**src/rtl/bda_pkg.sv**
```systemverilog
// Shared types and constants for the button debounce and auto-repeat unit.
package bda_pkg;

  // Register reset values
  localparam logic [15:0] DebounceMsReset = 16'd50;

  // Output event codes
  typedef enum logic [1:0] {
    EV_NONE    = 2'd0,
    EV_PRESS   = 2'd1,
    EV_RELEASE = 2'd2,
    EV_REPEAT  = 2'd3
  } event_kind_e;

  // Configuration register indexes
  typedef enum logic [2:0] {
    CFG_DEBOUNCE_MS     = 3'd0,
    CFG_FIRST_REPEAT_MS = 3'd1,
    CFG_MIN_REPEAT_MS   = 3'd2,
    CFG_ACT_ON_PRESS    = 3'd3,
    CFG_ACT_ON_RELEASE  = 3'd4,
    CFG_TOGGLE_MODE     = 3'd5
  } cfg_idx_e;

  // Configuration register file
  typedef struct packed {
    logic [15:0] debounce_ms;
    logic [15:0] first_repeat_ms;
    logic [15:0] min_repeat_ms;
    logic        act_on_press;
    logic        act_on_release;
    logic        toggle_mode;
  } bda_cfg_t;

  // Per-button tracking state
  typedef struct packed {
    logic        candidate_level;
    logic [31:0] debounce_start;
    logic        accepted_level;
    logic [15:0] repeats_done;
    logic [31:0] last_change_time;
    logic [31:0] held_duration;
    logic [15:0] current_interval;
    logic [31:0] next_repeat_time;
    logic        output_bit;
  } bda_state_t;

  // One poll sample
  typedef struct packed {
    logic        raw_pressed;
    logic [31:0] now_ms;
  } bda_poll_t;

  // One result item
  typedef struct packed {
    logic        pressed_out;
    event_kind_e event_kind;
    logic        activate;
    logic [15:0] repeat_count;
    logic [31:0] last_duration_ms;
    logic        bound_value;
  } bda_result_t;

endpackage

```
**src/rtl/bda_step.sv**
```systemverilog
// Next-state and result logic for one poll: debounce, acceptance and repeat.
module bda_step (
  input  bda_pkg::bda_cfg_t    cfg_i,
  input  bda_pkg::bda_state_t  state_i,
  input  bda_pkg::bda_poll_t   poll_i,
  output bda_pkg::bda_state_t  state_o,
  output bda_pkg::bda_result_t result_o
);
  import bda_pkg::*;

  logic [31:0] start_n;
  logic [31:0] deb_limit;
  logic        accept;
  logic        rep_fire;
  logic [15:0] ci_sub;
  logic [15:0] ci_rep;
  bda_state_t  st_acc;
  logic        act_acc;
  event_kind_e ev_acc;

  // Restart the debounce timer on any change of the raw level
  assign start_n   = (poll_i.raw_pressed != state_i.candidate_level) ?
                     poll_i.now_ms : state_i.debounce_start;
  assign deb_limit = start_n + {16'd0, cfg_i.debounce_ms};
  assign accept    = (poll_i.now_ms > deb_limit) &&
                     (poll_i.raw_pressed != state_i.accepted_level);

  // Acceptance of a new debounced level
  always_comb begin
    st_acc                 = state_i;
    st_acc.candidate_level = poll_i.raw_pressed;
    st_acc.debounce_start  = start_n;
    act_acc                = 1'b0;
    ev_acc                 = EV_NONE;
    if (accept) begin
      st_acc.accepted_level = poll_i.raw_pressed;
      if (poll_i.raw_pressed) begin
        st_acc.repeats_done = '0;
      end
      if (cfg_i.toggle_mode) begin
        if (poll_i.raw_pressed) begin
          st_acc.output_bit = ~state_i.output_bit;
        end
      end else begin
        st_acc.output_bit = poll_i.raw_pressed;
      end
      if (state_i.last_change_time != '0) begin
        st_acc.held_duration = poll_i.now_ms - state_i.last_change_time;
      end
      st_acc.last_change_time = poll_i.now_ms;
      if (poll_i.raw_pressed && (cfg_i.first_repeat_ms != '0)) begin
        st_acc.current_interval = cfg_i.first_repeat_ms;
        st_acc.next_repeat_time = poll_i.now_ms + {16'd0, cfg_i.first_repeat_ms};
      end else begin
        st_acc.next_repeat_time = '0;
      end
      act_acc = poll_i.raw_pressed ? cfg_i.act_on_press : cfg_i.act_on_release;
      ev_acc  = poll_i.raw_pressed ? EV_PRESS : EV_RELEASE;
    end
  end

  // Auto-repeat: shrink the interval, clamped at the minimum
  assign rep_fire = (st_acc.next_repeat_time != '0) &&
                    (poll_i.now_ms > st_acc.next_repeat_time);
  assign ci_sub   = st_acc.current_interval - cfg_i.min_repeat_ms;
  always_comb begin
    ci_rep = st_acc.current_interval;
    if (st_acc.current_interval > cfg_i.min_repeat_ms) begin
      ci_rep = (ci_sub < cfg_i.min_repeat_ms) ? cfg_i.min_repeat_ms : ci_sub;
    end
  end

  always_comb begin
    state_o             = st_acc;
    result_o.activate   = act_acc;
    result_o.event_kind = ev_acc;
    if (rep_fire) begin
      state_o.current_interval = ci_rep;
      state_o.next_repeat_time = poll_i.now_ms + {16'd0, ci_rep};
      if (st_acc.repeats_done != 16'hFFFF) begin
        state_o.repeats_done = st_acc.repeats_done + 16'd1;
      end
      result_o.activate = 1'b1;
      if (ev_acc == EV_NONE) begin
        result_o.event_kind = EV_REPEAT;
      end
    end
    result_o.pressed_out      = state_o.accepted_level;
    result_o.repeat_count     = state_o.repeats_done;
    result_o.last_duration_ms = state_o.held_duration;
    result_o.bound_value      = state_o.output_bit;
  end

endmodule

```
**src/rtl/button_debounce_autorepeat_unit.sv**
```systemverilog
// Top level of the button debounce and auto-repeat unit: registers and handshakes.
//
// Each poll transaction (raw level plus millisecond time) yields exactly one
// result transaction with the debounced level, an event code (none, press,
// release, repeat), the activation flag, the repeat count, the duration of the
// previous state and the follow/toggle bit. A poll is captured in an input
// register and worked out into an output register once that register is free or
// being drained, so one poll is taken every cycle; the only limit
// is back-pressure on the result side. Configuration writes are always taken
// and apply to polls processed after the write.
module button_debounce_autorepeat_unit (
  input  logic        clk_i,
  input  logic        rst_ni,
  // Configuration write channel
  input  logic        cfg_valid_i,
  output logic        cfg_ready_o,
  input  logic [2:0]  cfg_index_i,
  input  logic [15:0] cfg_data_i,
  // Poll input
  input  logic        s_axis_tvalid,
  output logic        s_axis_tready,
  input  logic [39:0] s_axis_tdata,  // [0] raw_pressed, [32:1] now_ms, rest zero
  // Result output
  output logic        m_axis_tvalid,
  input  logic        m_axis_tready,
  output logic [55:0] m_axis_tdata,  // [0] pressed_out, [1] activate,
                                     // [17:2] repeat_count, [49:18] last_duration_ms,
                                     // [50] bound_value, rest zero
  output logic [1:0]  m_axis_tuser   // [1:0] event_kind
);
  import bda_pkg::*;

  bda_cfg_t    cfg_q;
  bda_state_t  state_q, state_d;
  bda_poll_t   poll_q;
  bda_result_t res_q, res_d;
  logic        in_valid_q;
  logic        out_valid_q;
  logic        advance;
  logic        in_take;
  logic        cfg_take;

  // Handshake control
  assign advance       = in_valid_q && (!out_valid_q || m_axis_tready);
  assign s_axis_tready = !in_valid_q || advance;
  assign in_take       = s_axis_tvalid && s_axis_tready;
  assign cfg_ready_o   = 1'b1;
  assign cfg_take      = cfg_valid_i;

  // Configuration registers
  always_ff @(posedge clk_i or negedge rst_ni) begin
    if (!rst_ni) begin
      cfg_q.debounce_ms     <= DebounceMsReset;
      cfg_q.first_repeat_ms <= '0;
      cfg_q.min_repeat_ms   <= '0;
      cfg_q.act_on_press    <= 1'b1;
      cfg_q.act_on_release  <= 1'b0;
      cfg_q.toggle_mode     <= 1'b0;
    end else if (cfg_take) begin
      case (cfg_index_i)
        CFG_DEBOUNCE_MS:     cfg_q.debounce_ms     <= cfg_data_i;
        CFG_FIRST_REPEAT_MS: cfg_q.first_repeat_ms <= cfg_data_i;
        CFG_MIN_REPEAT_MS:   cfg_q.min_repeat_ms   <= cfg_data_i;
        CFG_ACT_ON_PRESS:    cfg_q.act_on_press    <= cfg_data_i[0];
        CFG_ACT_ON_RELEASE:  cfg_q.act_on_release  <= cfg_data_i[0];
        CFG_TOGGLE_MODE:     cfg_q.toggle_mode     <= cfg_data_i[0];
        default: ;
      endcase
    end
  end

  // Input register
  always_ff @(posedge clk_i or negedge rst_ni) begin
    if (!rst_ni) begin
      in_valid_q <= 1'b0;
    end else if (s_axis_tready) begin
      in_valid_q <= s_axis_tvalid;
    end
  end

  always_ff @(posedge clk_i) begin
    if (in_take) begin
      poll_q.raw_pressed <= s_axis_tdata[0];
      poll_q.now_ms      <= s_axis_tdata[32:1];
    end
  end

  // Per-poll update
  bda_step u_step (
    .cfg_i    (cfg_q),
    .state_i  (state_q),
    .poll_i   (poll_q),
    .state_o  (state_d),
    .result_o (res_d)
  );

  // Tracking state, updated once per processed poll
  always_ff @(posedge clk_i or negedge rst_ni) begin
    if (!rst_ni) begin
      state_q <= '0;
    end else if (advance) begin
      state_q <= state_d;
    end
  end

  // Output register
  always_ff @(posedge clk_i or negedge rst_ni) begin
    if (!rst_ni) begin
      out_valid_q <= 1'b0;
    end else if (advance) begin
      out_valid_q <= 1'b1;
    end else if (m_axis_tready) begin
      out_valid_q <= 1'b0;
    end
  end

  always_ff @(posedge clk_i) begin
    if (advance) begin
      res_q <= res_d;
    end
  end

  assign m_axis_tvalid = out_valid_q;
  assign m_axis_tuser  = res_q.event_kind;
  assign m_axis_tdata  = {5'd0, res_q.bound_value, res_q.last_duration_ms,
                          res_q.repeat_count, res_q.activate, res_q.pressed_out};

  // Checks
  a_stall_only_when_full: assert property (@(posedge clk_i) disable iff (!rst_ni)
    !s_axis_tready |-> (in_valid_q && out_valid_q && !m_axis_tready))
    else $error("input stalled while a stage is free");

  a_advance_fills_output: assert property (@(posedge clk_i) disable iff (!rst_ni)
    advance |=> out_valid_q)
    else $error("processed poll did not produce a result");

  a_press_level: assert property (@(posedge clk_i) disable iff (!rst_ni)
    (out_valid_q && (res_q.event_kind == EV_PRESS)) |->
      (res_q.pressed_out && (res_q.repeat_count == '0 || res_q.repeat_count == 16'd1)))
    else $error("press result with wrong level or repeat count");

  a_release_level: assert property (@(posedge clk_i) disable iff (!rst_ni)
    (out_valid_q && (res_q.event_kind == EV_RELEASE)) |-> !res_q.pressed_out)
    else $error("release result reports pressed");

  a_repeat_activates: assert property (@(posedge clk_i) disable iff (!rst_ni)
    (out_valid_q && (res_q.event_kind == EV_REPEAT)) |-> res_q.activate)
    else $error("repeat result without activation");

endmodule
```
**config.mk**
```make
export PLATFORM = sky130hd
export DESIGN_NAME = button_debounce_autorepeat_unit
export DESIGN_NICKNAME = d
export VERILOG_FILES = /design/src/rtl/bda_pkg.sv /design/src/rtl/bda_step.sv /design/src/rtl/button_debounce_autorepeat_unit.sv
export SDC_FILE = /design/constraint.sdc
export NUM_CORES = 1
export LEC_CHECK = 0
export BUFFER_PORTS_ARGS = -buffer_cell sky130_fd_sc_hd__buf_2
export CORE_ASPECT_RATIO = 1.1
export CORE_MARGIN = 3
export CORE_UTILIZATION = 55
export CTS_CLUSTER_SIZE = 14
export DETAILED_ROUTE_END_ITERATION = 10
export GPL_TIMING_DRIVEN = 0
export PLACE_DENSITY = 0.79
export SYNTH_ARGS = -nofsm -noshare
export SYNTH_HDL_FRONTEND = slang
export SYNTH_SLANG_ARGS = --single-unit
```
**constraint.sdc**
```tcl
create_clock -name clk_i -period 11.6 [get_ports clk_i]
set_input_delay 0.58 -clock clk_i [delete_from_list [all_inputs] [get_ports clk_i]]
set_output_delay 0.58 -clock clk_i [all_outputs]
set_load 0.005 [all_outputs]
```
== After elaboration in Yosys (flattened, before gate mapping) ==
Cells that the tools add are included.

* Order comparisons: 4
* Eq/ne operators: 8
* Mux-type cells: 21
* Reduce and logical (&&, ||, !) cells: 22
* Bitwise gates (word level): 1
* Add/sub/neg operators: 6

{| class="wikitable"
|+ Operators by type and width
! cell !! count
|-
| 130-bit 2-to-1 mux || 1
|-
| 32-bit by 16-bit adder with 32-bit output || 3
|-
| 16-bit 2-to-1 mux || 6
|-
| 32-bit 2-to-1 mux || 3
|-
| 32-bit > comparator || 2
|-
| 32-bit nonzero test || 2
|-
| 48-bit 2-to-1 mux || 1
|-
| 32-bit subtractor || 1
|-
| 16-bit by 1-bit adder with 16-bit output (second input constant) || 1
|-
| 16-bit > comparator || 1
|-
| 16-bit less-than comparator || 1
|-
| 16-bit != test (second input constant) || 1
|-
| 16-bit nonzero test || 1
|-
| 16-bit subtractor || 1
|-
| 2-bit AND reduction || 7
|-
| 3-bit by 2-bit == test with 1-bit output (second input constant) || 2
|-
| 3-bit == test (second input constant) || 2
|-
| 1-bit 2-to-1 mux || 6
|-
| 2-bit 2-to-1 mux || 3
|-
| 1-bit logical AND || 5
|-
| 3-bit by 1-bit == test with 1-bit output (second input constant) || 1
|-
| 3-bit logical NOT || 1
|-
| 3-bit 2-to-1 mux || 1
|-
| 1-bit logical NOT || 2
|-
| other kinds (5) || 7
|}

* Logic and storage cells: 87
* Register bits: 302
* Output and inout port bits: 61
* Input port bits: 64

== Longest topological paths before layout ==
* Depth in word-level cells: 12
* Gate-level depth with buffers: 63
* Mapped depth without buffers: 57

== By module ==
From an unflattened synthesis, not the netlist that was laid out.

* Cells, all modules: 2124
* Area total of the unflattened synthesis: 21657.0 µm²

{| class="wikitable"
|+ By module, submodules not included
! module !! area each (µm²) !! sequential area each (µm²) !! times used !! cells each
|-
| bda_step || 10829.1 || 0.0 || 1 || 1564
|-
| button_debounce_autorepeat_unit || 10827.9 || 7992.7 || 1 || 560
|}

== Least setup slack after synthesis ==
Ideal clock, no wire load.

* Path kind: register to register
* Start point: register poll_q[32] (netlist name)
* End point: register state_q[29] (netlist name)
* Setup slack: -1.136 ns
* Arrival time: 12.612 ns
* Clock period less this slack: 12.736 ns
* Cell stages (with the launch flop): 61
* Path buffers: 6
* Setup time: 0.125 ns
* Data required time: 11.475 ns
* Cell sequence: edfxtp_1 > xnor2_1 > clkbuf_1 > buf_1 > clkbuf_1 > nand2_1 > o21ai_0 > ha_1 > a21o_1 > a21oi_1 > o21bai_1 > a2111oi_0 > o41ai_1 > a21boi_0 > a21oi_1 > a21oi_1 > nor2_1 > nand3b_1 > (+25 left out) > clkbuf_1 > nand2_1 > o211ai_1 > o21ai_0 > ha_1 > inv_1 > fa_1 > nand2b_1 > a21oi_1 > o21ai_0 > a21boi_0 > o311a_1 > o211a_1 > o21ai_0 > a21oi_1 > xnor2_1 > mux2i_1 > mux2_2

{| class="wikitable"
|+ RTL lines
! item !! line !! source
|-
| start, declared || button_debounce_autorepeat_unit.sv:35 || <nowiki>bda_poll_t poll_q;</nowiki>
|-
| end signal, assigned || button_debounce_autorepeat_unit.sv:102 || <nowiki>state_q <= state_d;</nowiki>
|-
| end, declared || button_debounce_autorepeat_unit.sv:34 || <nowiki>bda_state_t state_q, state_d;</nowiki>
|}

==> out/results.tsv <==
metric	value	unit
status	finished, violations left	
failing checks	negative setup slack	
CP max-delay cell	edfxtp_1	
CTS Buf Count	36	
Remaining Overflow, GRT	0	
Post-synth EDFFs	86	
clk buf depth	3	
Max Fclk	0.08376	GHz
r2r endpoint	state_q[30]	
Filler cells	2932	
Core Util, Final	0.6703	
die area	40400	um2
Synth top area share	0.2537	
FF-to-FF path depth	61	
critical path data required time	12.04	ns
global-route wire length before repair	104500	um
post-route clock period utilization	1.029	
met1 Use GR	0.4322	
VDD IR-drop max	0.0003254	V
slack of the critical path	-0.3391	ns
Syn Area/Cell	9.445	um2
H-tree depth	2	
largest net degree at the start of global routing	95	
HPWL Detailed	49290	um
Final Cell Area	25010	um2
Worst Max-Slew Pin Slew	1.190	ns
Crit Path Category	reg -> reg	
static leakage power	10.91	nW
max-slew violations	0	
most numerous cell on the critical path	buf_4	
WP data arrival	12.37	ns
worst min path class	in -> reg	
final WL	68110	um
gr usage total	0.3319	
CP max FO	6	
CP startpoint	poll_q[32]	
initial detailed-routing violation count	1855	
initial antenna violation count	1	
Slew headroom	0.2065	
Clock transition at path regs	0.06	ns
slowest stage delay, CP	0.51	ns
Yosys top cell by area	dfrtp_1	
core area	37310	um2
Max Clock Skew	0.02047	ns
r2r startpoint	poll_q[32]	
PD cells	328.2	nW/um2
Site Rows	74	
DR vias/cell	6.421	
Hold Fails Final Rpt	0	
Mapped Cells	2214	
wire per inst	22.93	um
vias in the first global route	18786	
Distinct cells, synth	83	
# IOs	125	
Initial DRT Pass Iterations	6	
crit end category	flip-flop	
worst skew pair latency	0.56	ns
top_reg_cell synth	dfrtp_1	
critical path launch point type	flip-flop	
max cap viols	0	
most used routing layer	met2	
synth top area cells	dfrtp_1, edfxtp_1, ha_1	
RSZ-0062 raised after global routing	yes	
worst setup path endpoint	state_q[30]	
Placed Area	22250	um2
setup violators final	16	
# clock sinks	302	
antenna cells	0	
Final nets	2695	
GR Layer Usage met2	0.5339	
GRT met3 Usage	0.05955	
Min Clock Period, post-route	11.94	ns
port bufs	110	
Post-route DRC	0	
worst reg2reg setup slack	-0.34	ns
P&R area growth vs syn	19.61	%
Starting Density	0.5604	
chip width	191.9	um
Die Y	210.5	um
Routed Antenna Nets	0	
TritonCTS clock tree	done	
register area share after synthesis	0.3822	
Synth warnings	0	
Cell Area, Synth	20910	um2
share of post-route cells with drive strength above 1	0.2274	
via count	19071	
GPL Wtd Cong	1.010	
CTS root buf	clkbuf_16	
flops & latches, synth	302	
fraction of registers with async set/reset	0.7152	
[cell usage in the layout, fill, tap and decap left out, drive strengths merged, types with 7 or more instances in the layout]
master and n:
a211o 7, o21a 12, dfrtp 212, xnor2 75, or3 21, o211ai 18
clkinv 7, and2 16, o21ai 135, xor2 56, o311ai 17, and3 14
nor2 139, clkbuf 113, or2 11, edfxtp 86, a21o 42, o31ai 13
ha 177, nor2b 23, nand2b 28, mux2i 39, a221o 9, o21bai 10
a21oi 144, nand3 53, inv 87, nand4 33, mux2 139, nor4 28
nand2 279, a21boi 10, a22oi 20, a211oi 20, buf 231, a31oi 11
nor3 41
[logic make-up after synthesis]
| group | Yosys count | synth area share |
|---|---|---|
| compound gates | 518 | 0.1605 |
| xor+xnor | 131 | 0.05487 |
| fa+ha+maj | 182 | 0.1107 |
| buf+inv | 189 | 0.03698 |
| flops | 302 | 0.3822 |
| mux | 179 | 0.09460 |
| other cells | 2 | 0.0003591 |
| simple gates | 711 | 0.1598 |
[cell usage after synthesis, types with 42 or more instances]
master,n
a21o_1,42
a21oi_1,144
clkbuf_1,67
dfrtp_1,212
edfxtp_1,86
ha_1,177
inv_1,86
mux2_2,135
nand2_1,279
nand3_1,53
nor2_1,139
o21ai_0,130
xnor2_1,75
xor2_1,56
[worst max-delay path, delay by kind of cell, from the launching register on]
kind	cells	cell delay, ns
buffers and inverters	12	1.83
flip-flops	1	0.51
multiplexers	1	0.37
AO/OA/AOI/OAI	26	5.11
XOR/XNOR	4	0.55
AND/OR/NAND/NOR	13	1.85
adder cells (fa/ha/maj)	5	1.54
[state kept, by name, summed over array words and instances, names as in the netlist]
register	flops
m_axis_tvalid	1
poll_q	33
in_valid_q	1
state_q	163
cfg_q	51
m_axis_tuser	2
m_axis_tdata	51
[report_power, final]
part / internal [W] / total [W] / switching, W
clock: 0.000742 / 0.00121 / 0.000470
combinational: 0.00229 / 0.00520 / 0.00292
sequential: 0.00150 / 0.00179 / 0.000292
[layer usage]
layer  vias to the layer above  share of wire
li1                       8529              -
met1                      9190           0.39
met2                      1083           0.46
met3                       267          0.092
met4                         2          0.059
met5                         -        0.00019
[timing repair]
action | in CTS | in global routing
gates resized for setup | 119 | 74
hold endpoints to repair | 51 | 0
hold buffers | 1 | 0
setup endpoints to repair | 48 | 27
pin swaps | 63 | 81
setup buffers | 50 | 31
[cell type report]
type | count | area, um2 | share of cell area
Multi-Input combinational cell | 1727 | 12970 | 0.5187
Inverter | 86 | 322.8 | 0.01291
Clock inverter | 16 | 257.7 | 0.01030
Buffer | 102 | 566.8 | 0.02266
Tap cell | 494 | 618.1 | 0.02471
Timing Repair Buffer | 194 | 1281 | 0.05122
Sequential cell | 302 | 7993 | 0.3195
Clock buffer | 49 | 999.7 | 0.03997
[how the worst min path moves through the flow]
stage,startpoint,endpoint,cells after the start
after detailed placement,state_q[135],state_q[135],2
final,s_axis_tdata[6],poll_q[5],1
after global placement,state_q[136],state_q[136],2
after floorplan,rst_ni,cfg_q[0],0
after CTS,s_axis_tdata[22],poll_q[21],1
after global routing,s_axis_tdata[17],poll_q[16],1
[stage by stage]
| stage | worst slack [ns] | setup TNS [ns] | hold WS, ns | power (W) | cells |
|---|---|---|---|---|---|
| CTS | -0.03742 | -0.06573 | 0.1759 | 0.007600 | 2940 |
| floorplan | 0.04335 | 0 | 0.2844 | 0.004697 | 2218 |
| detailed placement | -3.261 | -91.78 | 0.4599 | 0.005842 | 2826 |
| finish | -0.3391 | -3.752 | 0.1966 | 0.008209 | 2970 |
| global route | -0.7896 | -12.79 | 0.1853 | 0.008713 | 2970 |
| global placement | -2.983 | -78.40 | 0.4518 | 0.005692 | 2822 |
No activity file was read; power rests on OpenSTA's default activity.
